**config.mk**
```make
export PLATFORM = sky130hd
export DESIGN_NAME = scc_ctrl
export DESIGN_NICKNAME = d
export VERILOG_FILES = /design/src/hdl/scc_pkg.sv /design/src/hdl/scc_ctrl.sv
export SDC_FILE = /design/constraint.sdc
export NUM_CORES = 1
export LEC_CHECK = 0
export BUFFER_PORTS_ARGS = -buffer_cell sky130_fd_sc_hd__buf_2
export CORE_AREA = 4 4 41 43
export CTS_CLUSTER_DIAMETER = 30
export DETAILED_ROUTE_END_ITERATION = 10
export DIE_AREA = 0 0 45 47
export SYNTH_ARGS = -nofsm -noshare
export SYNTH_HDL_FRONTEND = slang
export SYNTH_SLANG_ARGS = --single-unit
```
**constraint.sdc**
```tcl
create_clock -name clk_i -period 2.8 [get_ports clk_i]
set_input_delay 0 -clock clk_i [delete_from_list [all_inputs] [get_ports clk_i]]
set_output_delay 0 -clock clk_i [all_outputs]
set_load 0.01 [all_outputs]
```
**src/hdl/scc_pkg.sv**
```systemverilog
package scc_pkg;

  localparam int WORD_BITS = 64;
  localparam int SLOTS_DEF = 1024;
  localparam int MAX_ROOMS_DEF = 8;
  localparam int CAP_W = 4;
  localparam logic [CAP_W-1:0] CAPACITY_RESET = 4'd6;

  localparam int OP_W = 2;
  localparam int START_W = 10;
  localparam int END_W = 11;

  typedef enum logic [OP_W-1:0] {
    OP_CHECK   = 2'd0,
    OP_RESERVE = 2'd1,
    OP_RELEASE = 2'd2
  } op_e;

  localparam logic REG_CAPACITY = 1'b0;

  typedef enum logic [2:0] {
    ST_CLEAR,
    ST_IDLE,
    ST_START,
    ST_READ,
    ST_MODIFY,
    ST_DONE
  } state_e;

  typedef struct packed {
    logic accept;
    logic clr_step;
    logic rd;
    logic wr;
    logic out_load;
  } cmd_t;

  typedef struct packed {
    logic bad;
    logic last_word;
    logic clr_done;
  } sts_t;

endpackage

```
**src/hdl/scc_ctrl.sv**
```systemverilog
module scc_ctrl
  import scc_pkg::*;
(
  input  logic clk_i,
  input  logic rst_ni,
  input  logic in_valid_i,
  output logic in_ready_o,
  output logic out_valid_o,
  input  logic out_ready_i,
  input  sts_t sts_i,
  output cmd_t cmd_o
);

  state_e state_q, state_d;
  logic   out_valid_q, out_valid_d;

  always_ff @(posedge clk_i or negedge rst_ni) begin
    if (!rst_ni) begin
      state_q     <= ST_CLEAR;
      out_valid_q <= 1'b0;
    end else begin
      state_q     <= state_d;
      out_valid_q <= out_valid_d;
    end
  end

  always_comb begin
    state_d    = state_q;
    cmd_o      = '0;
    in_ready_o = 1'b0;
    unique case (state_q)
      ST_CLEAR: begin
        cmd_o.clr_step = 1'b1;
        if (sts_i.clr_done) begin
          state_d = ST_IDLE;
        end
      end
      ST_IDLE: begin
        in_ready_o = 1'b1;
        if (in_valid_i) begin
          cmd_o.accept = 1'b1;
          state_d      = ST_START;
        end
      end
      ST_START: begin
        state_d = sts_i.bad ? ST_DONE : ST_READ;
      end
      ST_READ: begin
        cmd_o.rd = 1'b1;
        state_d  = ST_MODIFY;
      end
      ST_MODIFY: begin
        cmd_o.wr = 1'b1;
        state_d  = sts_i.last_word ? ST_DONE : ST_READ;
      end
      ST_DONE: begin
        if (!out_valid_q || out_ready_i) begin
          cmd_o.out_load = 1'b1;
          state_d        = ST_IDLE;
        end
      end
      default: state_d = ST_CLEAR;
    endcase
  end

  always_comb begin
    out_valid_d = out_valid_q;
    if (cmd_o.out_load) begin
      out_valid_d = 1'b1;
    end else if (out_ready_i) begin
      out_valid_d = 1'b0;
    end
  end

  assign out_valid_o = out_valid_q;

  a_rd_then_wr : assert property (@(posedge clk_i) disable iff (!rst_ni)
    cmd_o.rd |=> cmd_o.wr)
    else $error("read of a calendar row not followed by its write-back");

  a_wr_then_rd : assert property (@(posedge clk_i) disable iff (!rst_ni)
    (cmd_o.wr && !sts_i.last_word) |=> cmd_o.rd)
    else $error("range walk stopped before the last word");

  a_load_valid : assert property (@(posedge clk_i) disable iff (!rst_ni)
    cmd_o.out_load |=> out_valid_q)
    else $error("loaded result not presented");

  a_no_accept_busy : assert property (@(posedge clk_i) disable iff (!rst_ni)
    cmd_o.accept |-> (state_q == ST_IDLE))
    else $error("item accepted while busy");

endmodule

```
==> results of run 1 <==
-- repair_timing --
action                    CTS  global route
hold buffers                1             0
gates resized for setup     0             0
hold endpoints to repair    4             0
-- cells in the final DEF, fill, tap and decap left out, drive strengths merged --
cell type / count
nor3: 2
buf: 13
clkbuf: 3
a22o: 1
dfrtp: 4
nor3b: 2
a21oi: 1
nor4: 1
nor2: 2
mux2i: 1
dlygate4sd3: 1
o21ai: 1
o32ai: 1
nand2b: 2
o22ai: 1
and2: 1
and2b: 1
nand3b: 1
a31o: 1
a211oi: 1
nor4b: 1
and3b: 1
inv: 2
-- state kept, by name (all words and copies together), names as in the netlist --
signal and cells:
out_valid_o 1, state_q 3
-- worst min-delay path: stages --
cell                      delay (ps)
sky130_fd_sc_hd__buf_2            90
sky130_fd_sc_hd__mux2i_1          60
sky130_fd_sc_hd__o22ai_1         120
-- cell families (layout without fill, tap and decap cells) --
kind of cell / Yosys count / after routing / share of synthesized area, %
AO/OA/AOI/OAI: 7 / 7 / 16.9
buffers and inverters: 6 / 19 / 13.5
flip-flops: 4 / 4 / 30.0
multiplexers: 1 / 1 / 3.00
AND/OR/NAND/NOR: 14 / 14 / 36.7
-- layer usage --
metal | up-vias | GRT usage [%] | wire length [um]
met5 | - | 0 | 0
met4 | 0 | 5.26 | 0
met3 | 0 | 2.30 | 31
met1 | 128 | 7.82 | 343
met2 | 7 | 12.4 | 349
li1 | 144 | - | -
-- worst max-delay path by stage --
stage | slack (ps) | depth (start not counted) | end | startpoint
floorplan | 1700 | 4 | state_q[1] | state_q[2]
global placement | 1510 | 3 | state_q[1] | state_q[0]
detailed placement | 1500 | 3 | state_q[1] | state_q[0]
CTS | 1320 | 3 | cmd_o[4] | state_q[0]
global route | 1250 | 3 | cmd_o[4] | state_q[0]
finish | 1330 | 3 | cmd_o[4] | state_q[0]
-- power by group through the flow --
stage / Combinational (mW) / Sequential, mW / Clock [mW]
6_report: 0.216 / 0.165 / 0.0694
5_1_grt: 0.234 / 0.170 / 0.0772
4_1_cts: 0.221 / 0.163 / 0.0730
3_5_place_dp: 0.218 / 0.162 / 0
3_3_place_gp: 0.215 / 0.161 / 0
2_1_floorplan: 0.239 / 0.112 / 0
-- area by class of cell --
| cell class | count | area share [%] |
|---|---|---|
| multi-input combinational | 22 | 45.8 |
| tap | 15 | 4.55 |
| clock buffer | 3 | 5.45 |
| inverter | 2 | 1.82 |
| sequential | 4 | 24.2 |
| timing repair buffer | 14 | 18.2 |
==> results list, run 1 <==
* Antenna Nets Post-Route: 0
- For this run, the number of standard cells in the final layout without fillers is 60.
* Clock Tree Buf Depth: 2
* Worst setup margin: ~1300 ps
- Die Span Y: 47 um
- In this run the power spent charging and discharging nets is about 190 uW.
- Summing over every cut layer, the via total after detailed routing is around 280.
* Share of the yosys chip area belonging to registers: 30.0%
* Leading cell types by total area after synthesis: sky130_fd_sc_hd__dfrtp_1, sky130_fd_sc_hd__nor3b_2, sky130_fd_sc_hd__nor4b_4
- IR analysis of the VDD net gives a maximum drop of between 0.3 and 0.4 mV.
- The die is 45 um wide.
* Clock tree from TritonCTS: yes
- Detail-routed via count per cell: 4.65
* Min Tclk post-route: between 1000 and 1500 ps
* Critical path buffer and inverter count: 1
* Via count of the first global-routing pass: 257
- For this run, the total global-route usage over all layers was measured as roughly 7.4%.
- The routed design has a little over 700 um of wire.
- Detailed-route wire length per cell: 12.1 um
- After routing, the total negative slack on setup checks comes to 0 ps.
* Input/output buffers: 13
- Fin crit share: roughly 52%
- Inserted Clock Buffers: 3
* Clock sinks: 4
- Of the total power, the share spent switching nets is 43.2%.
- The die covers 2120 um2.
- Fmax: between 0.6 and 0.7 GHz
* R2R Path End: state_q[1]
- Setup violations remaining at the end of the flow were counted as 0.
* CP Class: reg -> out
* Primary flip-flop cell chosen by synthesis mapping: sky130_fd_sc_hd__dfrtp_1
* Remaining global-route overflow: 0
* Yosys warnings: 0
* Hold worst-path end: state_q[2]
* Growth of design area from synthesis to finish: 23.6%
- Arr. time, crit path: 1470 ps
- The finished cells cover 413 um2.
- The worst register-to-register path begins at state_q[0].
* Seq. cell area: 100 um2
* Final-report hold violation count: 0
- The detailed router finished its first iteration with 4 violations.
* Cells on Worst Hold Path: 3
- Clk slew on worst S/H paths: 40 ps
* Multi-input gate area in the final layout: 189 um2
* Fraction of power consumed by combinational cells: 48.0%
* Final layout net count: 54
* Count of H-tree levels built during CTS: 1
- 14 I/O pins were placed.
- Measured against its own limit, the worst slew margin works out to 70.1%.
* Sort of element at the end of the critical path: primary output
* Hold_ws: 84.7 ps
* Ant. Diodes: 0
- Area fraction of the dominant cell type after synthesis: 30.0%
- Max cap viols: 0
* Setup repair after global routing missed its margin: no
- In this run the worst path has a maximum fanout of 12.
- After synthesis the cells add up to 334 um2.
- Measured on the finished design, the core utilization comes to 31.7%.
* Syn Inst Count: 32
- The cell family contributing the most delay on the critical path is flip-flops.
- Post-synth ARST share: 100%
- In this run the worst hold path is classified as in -> reg.
- Required time at the worst-slack endpoint: 2800 ps
* Initial standard-cell utilization of the core: 25.7%
- After synthesis, the netlist uses 23 different library cells.
- Max incr delay on CP: 610 ps
* Fill cell instance count of the final layout: 146
* Final setup skew: 2.37 ps
- Largest net degree at the start of global routing: 14
* Slew at the pin closest to its max-slew limit: 448 ps
- Number of synthesized register bits: 4
- Ordered cell list for the critical path: nor3b_2 -> and2_1 -> buf_2
* Core region area: 1300 um2
* Number of flops mapped to enable cells by yosys: 0
* Number of rows created at floorplan: 13
* Slack of the worst reg-to-reg path: 1500 ps
- Share of final-layout standard cells stronger than drive strength 1: 55.6%
- Proportion of power drawn by the clock network: between 15 and 20%
* Later-pin clock latency in the skew report: 230 ps
- Clock tree synthesis selected as its root buffer the cell sky130_fd_sc_hd__clkbuf_4.
* Number of iterations in the first detailed-routing pass: 2
- STA classifies the critical path startpoint as a flop.
- Static Leak: 0.204 nW
- After layout, the design draws a total of 450 uW.
- Global-route wire length before repair: 1070 um
- Counting every net in the synthesized netlist gives 39.
* Average cell area after synthesis: roughly 10 um2
- In this run, flip-flops and latches consume 36.6% of the power.
* Most numerous cell in the Yosys netlist: sky130_fd_sc_hd__dfrtp_1
- Placed Cells incl. Taps: 56
* Setup WS pre-CTS: 1500 ps
- RD Place Congestion: 0.734
* Hold path startpoint: sts_i[1]
- Post-CTS Setup Bufs: 0
- The final number of max-transition violations was 0.
- Remaining DRCs: 0
- After detailed placement, the total cell area comes to 380 um2.
- Antenna violations before repair: 0
- The synthesized design spends more area on one cell type than any other, namely sky130_fd_sc_hd__dfrtp_1.
- The flow ran to the end, and the final reports show no timing, DRC or antenna violations.
* Depth of the worst register-to-register path: 3
- The internal power of the cells totals between 200 and 300 uW.
- PD cells: 1090 nW/um2
- The slowest stage of the critical path is the sky130_fd_sc_hd__dfrtp_1 cell.
- DPL Wire Length: 515 um
No activity file was read; power rests on OpenSTA's default activity.
==> inputs of run 2 (changes only) <==
--- a/config.mk
+++ b/config.mk
@@ -5,6 +5,7 @@
 export SDC_FILE = /design/constraint.sdc
 export NUM_CORES = 1
 export LEC_CHECK = 0
+export ABC_AREA = 1
 export BUFFER_PORTS_ARGS = -buffer_cell sky130_fd_sc_hd__buf_2
 export CORE_AREA = 4 4 41 43
 export CTS_CLUSTER_DIAMETER = 30
==> constraint.sdc (replaced) <==
create_clock -name clk_i -period 1.34 [get_ports clk_i]
set_input_delay 0 -clock clk_i [delete_from_list [all_inputs] [get_ports clk_i]]
set_output_delay 0 -clock clk_i [all_outputs]
set_load 0.01 [all_outputs]
==> run 2 against run 1 <==
Sequential share of layout area rose by 0.22 points. Cell count rose by 28%. Die area unchanged. Largest power group unchanged. Clock skew is essentially flat. Core utilization decreased by 0.29 points. Worst setup slack got worse by 1200 ps. Largest cell class unchanged. Non-clock buffer count did not move. Flip-flop and latch count unchanged. Global-route usage grew 1.0 points. Clock-buffer cell count unchanged.
==> results list, run 2 <==
- The worst setup path is of the reg -> out kind.
- The chip width came to 45 um (unchanged).
- Yosys warnings: 0 (unchanged)
* Detail-routed via count per cell: 4.26 (-8.4%)
- The distinct cell type count of the synthesized netlist is 15 (-35%).
- In the synthesized netlist the dominant register cell turns out to be sky130_fd_sc_hd__dfrtp_1.
- R2R Path End: state_q[1]
- The pin count of the biggest net entering global routing was 8 (-6).
- RD Place Congestion: 0.750 (+2.3%)
* Count of vias placed by the detailed router: 328 (+18%)
* Global-route wire length before repair: 1230 um (+15%)
* Slew at the pin closest to its max-slew limit: 285 ps (-163 ps)
- The antenna diode count came to 0 (unchanged).
* Count of H-tree levels built during CTS: 1 (unchanged)
* Detailed-route wire length per cell: 9.26 um (-23%)
* Fraction of met2 tracks used by global routing: 12.4% (unchanged)
- The number of cell rows was 13 (unchanged).
* Psw: 404 uW (+110%)
- IO Count: 14 (unchanged)
- Startpoint types: flop
- Area fraction in and, or, nand and nor cells after synthesis: 47.1% (+10 points)
- The aggregate global-route resource usage is 8.39% (+1.0 points).
* Aggregate routed wire length: 713 um (-1.5%)
- Largest vdd supply drop: 0.515 mV (+42%)
* Met1 global-route usage: 9.38% (+1.6 points)
- The total internal power came to 454 uW (+77%).
- The number of DRC violations after detailed routing came to 0 (unchanged).
- Proportion of power drawn by the clock network: 16.8% (+1.4 points)
* Share of final-layout standard cells stronger than drive strength 1: 37.1% (-18 points)
- The flop and latch count out of synthesis came to 4 (unchanged).
- Clk slew on worst S/H paths: 40 ps (about the same)
- The critical path arrival was 1190 ps (-280 ps).
* Startpoint of the lowest-slack register-to-register path: state_q[0]
- After synthesis, the largest family of logic cells by area is simple AND/OR/NAND/NOR gates.
* Post-CTS Setup Bufs: 0 (unchanged)
- Synthesized-area fraction occupied by adder cells: 0% (unchanged)
* Hold worst-path end: state_q[2]
- Setup repair after global routing left no endpoint under its margin.
- Fin crit share: 88.6%
- The first-pass iteration count of the detailed router was 4 (+2).
- Sort of element at the end of the critical path: primary output
* Total count of max-transition violations in the final report: 0 (unchanged)
- The tightest min-delay check is of the in -> reg type.
- Fill cell instance count of the final layout: 148 (+1.4%)
- Status: completed
* Fraction of power spent switching nets: 47.1% (+3.9 points)
- The final non-filler cell total came to 77 (+28%).
- Most frequent cells after synthesis: sky130_fd_sc_hd__nor2_1, sky130_fd_sc_hd__inv_1, sky130_fd_sc_hd__nand2_1, sky130_fd_sc_hd__nand3_1, sky130_fd_sc_hd__dfrtp_1
- Die Span Y: 47 um (unchanged)
- The proportion of power drawn by flip-flops and latches is 31.5% (-5.1 points).
- Register containing the most flip-flops in the final layout: state_q
* Setup-failing EPs final: 0 (unchanged)
- The number of global-route vias before repair came to 311 (+21%).
- The final design utilization came to 31.4% (-0.29 points).
- The library cell used most frequently in the layout, excluding fill and tap cells, is sky130_fd_sc_hd__buf_2.
- Compared with the post-synthesis result, the final layout area differs by 36.2%.
- Area of the die: 2120 um2 (unchanged)
* Met3 track utilization from global routing: 3.45% (+1.1 points)
- Share of synthesized area spent on multiplexers: 0% (-3.0 points)
- Initial detailed-routing violation count: 2 (-2)
* Most Crowded Layer GR: met2
- DPL Wire Length: 590 um (+15%)
- The share of Yosys cell area claimed by the top area cell type came to 33.3% (+3.4 points).
- The placeable core region was 1300 um2 (unchanged).
- The number of buffers added to fix hold violations after cts is 1 (unchanged).
- Hold path startpoint: sts_i[1]
* CP startpoint: state_q[2]
- Remaining global-route overflow: 0 (unchanged)
- Initial standard-cell utilization of the core: 23.1% (-2.6 points)
* Final-report hold violation count: 0 (unchanged)
- Worst slew margin relative to its limit: 81.0% (+11 points)
- Setup TNS: 0 ps (unchanged)
- The flip-flop count of the largest register after layout was 3 (unchanged).
- Placed Cells incl. Taps: 73 (+30%)
- The synthesized area divided by synthesized cell count came to 6.53 um2 (-37%).
- Input/output buffers: 13 (unchanged)
- Clock sinks: 4 (unchanged)
- Inserted Clock Buffers: 3 (unchanged)
- Highest-count cells in the layout ignoring fill and taps: sky130_fd_sc_hd__buf_2, sky130_fd_sc_hd__nor2_1, sky130_fd_sc_hd__inv_1, sky130_fd_sc_hd__nand2_1, sky130_fd_sc_hd__nand3_1
* Slack of the worst reg-to-reg path: 310 ps (-1190 ps)
* Final layout net count: 71 (+31%)
* Required time at the worst-slack endpoint: 1340 ps (-1460 ps)
- Number of flops mapped to enable cells by yosys: 0 (unchanged)
* Compound-gate portion of the synthesized area: 5.83% (-11 points)
* Xor and xnor fraction of the mapped netlist area: 0% (unchanged)
- Share of the yosys chip area belonging to registers: 33.3% (+3.4 points)
- Syn Inst Count: 46 (+44%)
- The largest fanout on the critical path was 7 (-5).
- Yosys instantiated no cell more often than sky130_fd_sc_hd__nor2_1.
* Later-pin clock latency in the skew report: 230 ps (about the same)
* Fraction of power consumed by combinational cells: 51.7% (+3.7 points)
* Fmax: about 0.84 GHz
* Synth Net Count: 53 (+36%)
- Clock tree from TritonCTS: yes
- The area of the mapped netlist was 300 um2 (-10%).
- Final setup skew: 2.01 ps (-0.356 ps)
* Clock Tree Buf Depth: 2 (unchanged)
- Static Leak: 0.243 nW (+19%)
- After synthesis, the cell types taking the most area are sky130_fd_sc_hd__dfrtp_1, sky130_fd_sc_hd__nor2_1, sky130_fd_sc_hd__nand3_1.
- The total power divided by cell area was 2100 nW/um2 (+92%).
- The cell count of the worst hold path was 3 (unchanged).
- The post-cts sizing count is 0 (unchanged).
- Max cap viols: 0 (unchanged)
- Post-synth ARST share: 100% (unchanged)
* Antenna violations before repair: 0 (unchanged)
* Largest area contributor in the netlist: sky130_fd_sc_hd__dfrtp_1
- Depth of the worst register-to-register path: 5 (+2)
* Min Tclk post-route: 1190 ps
- In this run the clock root is driven by a sky130_fd_sc_hd__clkbuf_4.
- Antenna Nets Post-Route: 0 (unchanged)
## run 2: changes by cell type after synthesis, moves of 2 or more
cell and change:
sky130_fd_sc_hd__inv_2 +3, sky130_fd_sc_hd__nand2_1 +6, sky130_fd_sc_hd__nand2b_1 -2, sky130_fd_sc_hd__inv_1 +4
sky130_fd_sc_hd__nand3_2 +2, sky130_fd_sc_hd__buf_6 -2, sky130_fd_sc_hd__nor2_1 +10, sky130_fd_sc_hd__nor3b_2 -2
sky130_fd_sc_hd__nand3_1 +5
## run 2: how the worst max path moves through the flow
stage	end	depth (start not counted)
4_1_cts	cmd_o[4]	4
2_1_floorplan	state_q[2]	3
5_1_grt	cmd_o[4]	4
3_5_place_dp	state_q[1]	4
6_report	cmd_o[4]	4
3_3_place_gp	state_q[1]	5
## run 2: per-stage QoR
stage | power, mW | cell area (um2) | hold WS [ps] | setup slack [ps]
after global placement | 0.719 | 377 | -188 | 285
after CTS | 0.874 | 409 | 21.1 | 155
after floorplan | 0.578 | 300 | -296 | 388
after global routing | 0.959 | 409 | 39.4 | 58.8
final | 0.859 | 409 | 16.8 | 153
after detailed placement | 0.721 | 377 | -190 | 320
## run 2: critical path, cell delays in order, from the launching register on
cell                      delay, ps
sky130_fd_sc_hd__dfrtp_1        450
sky130_fd_sc_hd__inv_2          150
sky130_fd_sc_hd__nand3_2        110
sky130_fd_sc_hd__nor2_1         110
sky130_fd_sc_hd__buf_2          140
## run 2: routing by layer
layer,vias up,wire length [um],share of wire (%)
met4,0,0,0
li1,178,-,-
met2,10,349,49
met3,0,47,6.6
met5,-,0,0
met1,140,316,44
## run 2: cell type report
type | count | area, um2 | area share [%]
sequential | 4 | 100 | 24.5
clock buffer | 3 | 22.5 | 5.50
inverter | 9 | 33.8 | 8.26
timing repair buffer | 14 | 75.1 | 18.3
multi-input combinational | 32 | 159 | 38.8
tap | 15 | 18.8 | 4.59
## run 2: kinds of logic after synthesis
group / after synthesis
buffers and inverters: 10
AND/OR/NAND/NOR: 29
AO/OA/AOI/OAI: 3
flip-flops: 4
## run 2: power groups by stage
| stage | clock network (mW) | registers, mW | logic, mW |
|---|---|---|---|
| global route | 0.165 | 0.283 | 0.511 |
| finish | 0.144 | 0.271 | 0.444 |
| detailed placement | 0 | 0.273 | 0.448 |
| global placement | 0 | 0.271 | 0.448 |
| floorplan | 0 | 0.264 | 0.314 |
| CTS | 0.151 | 0.272 | 0.451 |
==> inputs of run 3 (changes only) <==
--- a/config.mk
+++ b/config.mk
@@ -8,6 +8,7 @@
 export ABC_AREA = 1
 export BUFFER_PORTS_ARGS = -buffer_cell sky130_fd_sc_hd__buf_2
 export CORE_AREA = 4 4 41 43
+export CTS_BUF_LIST = sky130_fd_sc_hd__clkbuf_4
 export CTS_CLUSTER_DIAMETER = 30
 export DETAILED_ROUTE_END_ITERATION = 10
 export DIE_AREA = 0 0 45 47
==> constraint.sdc (replaced) <==
create_clock -name clk_i -period 1.1 [get_ports clk_i]
set_input_delay 0 -clock clk_i [delete_from_list [all_inputs] [get_ports clk_i]]
set_output_delay 0 -clock clk_i [all_outputs]
set_load 0.01 [all_outputs]
==> run 3 against run 2 <==
The run now ends with negative setup slack left. Die area stayed put. Clock power is 24% higher. Via count is 3.0% higher. Clock skew is 2.5 ps higher. Flip-flop and latch count stayed put. Critical path type unchanged. Highest routed layer unchanged.
==> results list, run 3 (synthesized netlist as in run 2, its figures left out) <==
- The final routed wire length divided by cell count was 9.41 um (+1.6%).
* Clock sinks: 4 (unchanged)
- Share of final-layout standard cells stronger than drive strength 1: 46.9% (+9.8 points)
- The run finished, with violations left.
* Remaining DRCs: 0 (unchanged)
- The part of the total power dissipated in combinational logic came to 54.8% (+3.1 points).
- Startpoint types: flop
- The final non-filler cell total was 79 (+2.6%).
- Final-report hold violation count: 0 (unchanged)
- Worst slew margin relative to its limit: 87.7% (+6.8 points)
* Class of the most critical hold timing path: in -> reg
* Count of H-tree levels built during CTS: 1 (unchanged)
* Highest-count cells in the layout ignoring fill and taps: sky130_fd_sc_hd__buf_2, sky130_fd_sc_hd__nor2_1, sky130_fd_sc_hd__nand2_1, sky130_fd_sc_hd__inv_1, sky130_fd_sc_hd__nand3_1
* Library cell contributing the largest single delay on the critical path: sky130_fd_sc_hd__dfrtp_2
* Register containing the most flip-flops in the final layout: state_q
* Largest vdd supply drop: 0.935 mV (+82%)
* Number of rows created at floorplan: 13 (unchanged)
- The final estimated routing congestion in global placement was 0.756 (+0.76%).
* Most common library cell in the layout ignoring fill and taps: sky130_fd_sc_hd__buf_2
- Remaining global-route overflow: 0 (unchanged)
- Depth of the worst register-to-register path: 4 (-1)
- Core region area: 1300 um2 (unchanged)
- The delay of the slowest cell on the worst path was 450 ps (about the same).
- Inserted Clock Buffers: 3 (unchanged)
- Die Span Y: 47 um (unchanged)
* Input/output buffers: 13 (unchanged)
* Slew at the pin closest to its max-slew limit: 184 ps (-101 ps)
* Ordered cell list for the critical path: inv_4 -> nand3_4 -> nor2_2 -> buf_2
- The switching share of total power came to 45.7% (-1.4 points).
* Clock tree from TritonCTS: yes
* Global-route wire length before repair: 1080 um (-12%)
- The placed instance count was 73 (unchanged).
* Largest net degree at the start of global routing: 8 (unchanged)
- The total wire length came to 743 um (+4.2%).
- Count of vias placed by the detailed router: 338 (+3.0%)
- The critical path arrival is 1130 ps (-60 ps).
- DPL Wire Length: 588 um (-0.44%)
- Slack of the worst reg-to-reg path: 90 ps (-220 ps)
- The maximum clock path buffer count is 2 (unchanged).
- Proportion of power drawn by the clock network: 15.1% (-1.7 points)
- Setup repair after global routing could not meet its margin everywhere.
- The worst setup path is of the reg -> out kind.
- Relative contribution of sequential cells to total power: 30.1% (-1.4 points)
* Violated checks: negative setup slack
- The largest fanout on the critical path came to 7 (unchanged).
- The total net switching power was 541 uW (+34%).
- The number of nets at the end of the flow was 73 (+2.8%).
- Antenna violations before repair: 0 (unchanged)
* IO Count: 14 (unchanged)
- Max cap viols: 0 (unchanged)
- Initial standard-cell utilization of the core: 23.1% (unchanged)
* Later-pin clock latency in the skew report: 230 ps (about the same)
* Ant. Diodes: 0 (unchanged)
- The cell count of the worst hold path came to 3 (unchanged).
- Number of iterations in the first detailed-routing pass: 4 (unchanged)
- Width of the die: 45 um (unchanged)
- Clock root buffer: sky130_fd_sc_hd__clkbuf_4
- The final-layout setup total negative slack was -31.8 ps (-31.8 ps).
- Cell-internal power: 643 uW (+41%)
- The final number of max-transition violations is 0 (unchanged).
- The clock-pin slew on the worst setup and hold paths came to 30 ps (about the same).
- The area growth from synthesis to layout is 49.6%.
* Static Leak: 0.249 nW (+2.5%)
- Fin crit share: 103%
* Min Tclk post-route: 1130 ps
- The flip-flop count of the largest register after layout came to 3 (unchanged).
- The worst setup path is captured at a primary output.
* Area of the die: 2120 um2 (unchanged)
* Fmax: 0.885 GHz
- The number of global-route vias before repair came to 290 (-6.8%).
* Final setup skew: 4.56 ps (+2.54 ps)
- The total power divided by cell area is 2630 nW/um2 (+26%).
- Global-route total usage across every layer: 7.44% (-0.96 points)
- The data required time at the worst endpoint came to 1100 ps (-240 ps).
* Share of the core filled with cells in the final layout: 34.5% (+3.1 points)
- Worst setup margin: -29.6 ps (-183 ps)
- Setup WS pre-CTS: 81.9 ps (-238 ps)
- Antenna Nets Post-Route: 0 (unchanged)
- The count of routing violations after the opening detailed-route iteration is 3 (+1).
* Detail-routed via count per cell: 4.28 (+0.44%)
- The number of setup violations in the final report is 2 (+2).
==> run 3: cell type report <==
class                           count  area, um2
Multi-Input combinational cell     32        169
Clock buffer                        3       22.5
Tap cell                           15       18.8
Fill cell                         153        852
Inverter                            9       38.8
Timing Repair Buffer               16       96.3
Sequential cell                     4        104
==> run 3: timing repair <==
item	in CTS	in global routing
setup buffers	0	2
cloned	0	0
pin swaps	0	2
endpoints found under the hold margin	4	0
hold buffers	1	0
setup endpoints to repair	6	6
resized for setup	4	5
==> run 3: power groups by stage <==
stage	clock network [mW]	registers, mW	logic, mW
after global routing	0.203	0.369	0.738
after global placement	0	0.330	0.546
after CTS	0.189	0.344	0.550
after floorplan	0	0.321	0.383
after detailed placement	0	0.331	0.542
final	0.179	0.356	0.648
==> run 3: worst paths after layout <==
kind	start	end
worst min-delay path	sts_i[1]	state_q[2]
worst min register to register	out_valid_o	out_valid_o
worst max-delay path	state_q[2]	cmd_o[4]
max in group asynchronous	rst_ni	state_q[2]
worst max register to register	state_q[0]	state_q[1]
min in group asynchronous	rst_ni	out_valid_o
==> run 3: routing by layer <==
metal	part of all wire [%]	global-route usage, %
met5	0	0
met4	0	5.26
met2	48	11.9
met1	43	7.76
met3	9.2	3.45
==> run 3: stage by stage <==
step	power (mW)	area, um2	hold slack, ps
global route	1.31	449	34.5
CTS	1.08	415	18.7
floorplan	0.704	300	-296
detailed placement	0.873	377	-189
global placement	0.876	377	-188
finish	1.18	449	17.3
==> run 3: critical path, delay by kind of cell (launching register included) <==
kind / cells / cell delay [ps]
AND/OR/NAND/NOR: 2 / 200
flip-flops: 1 / 450
buffers and inverters: 2 / 240
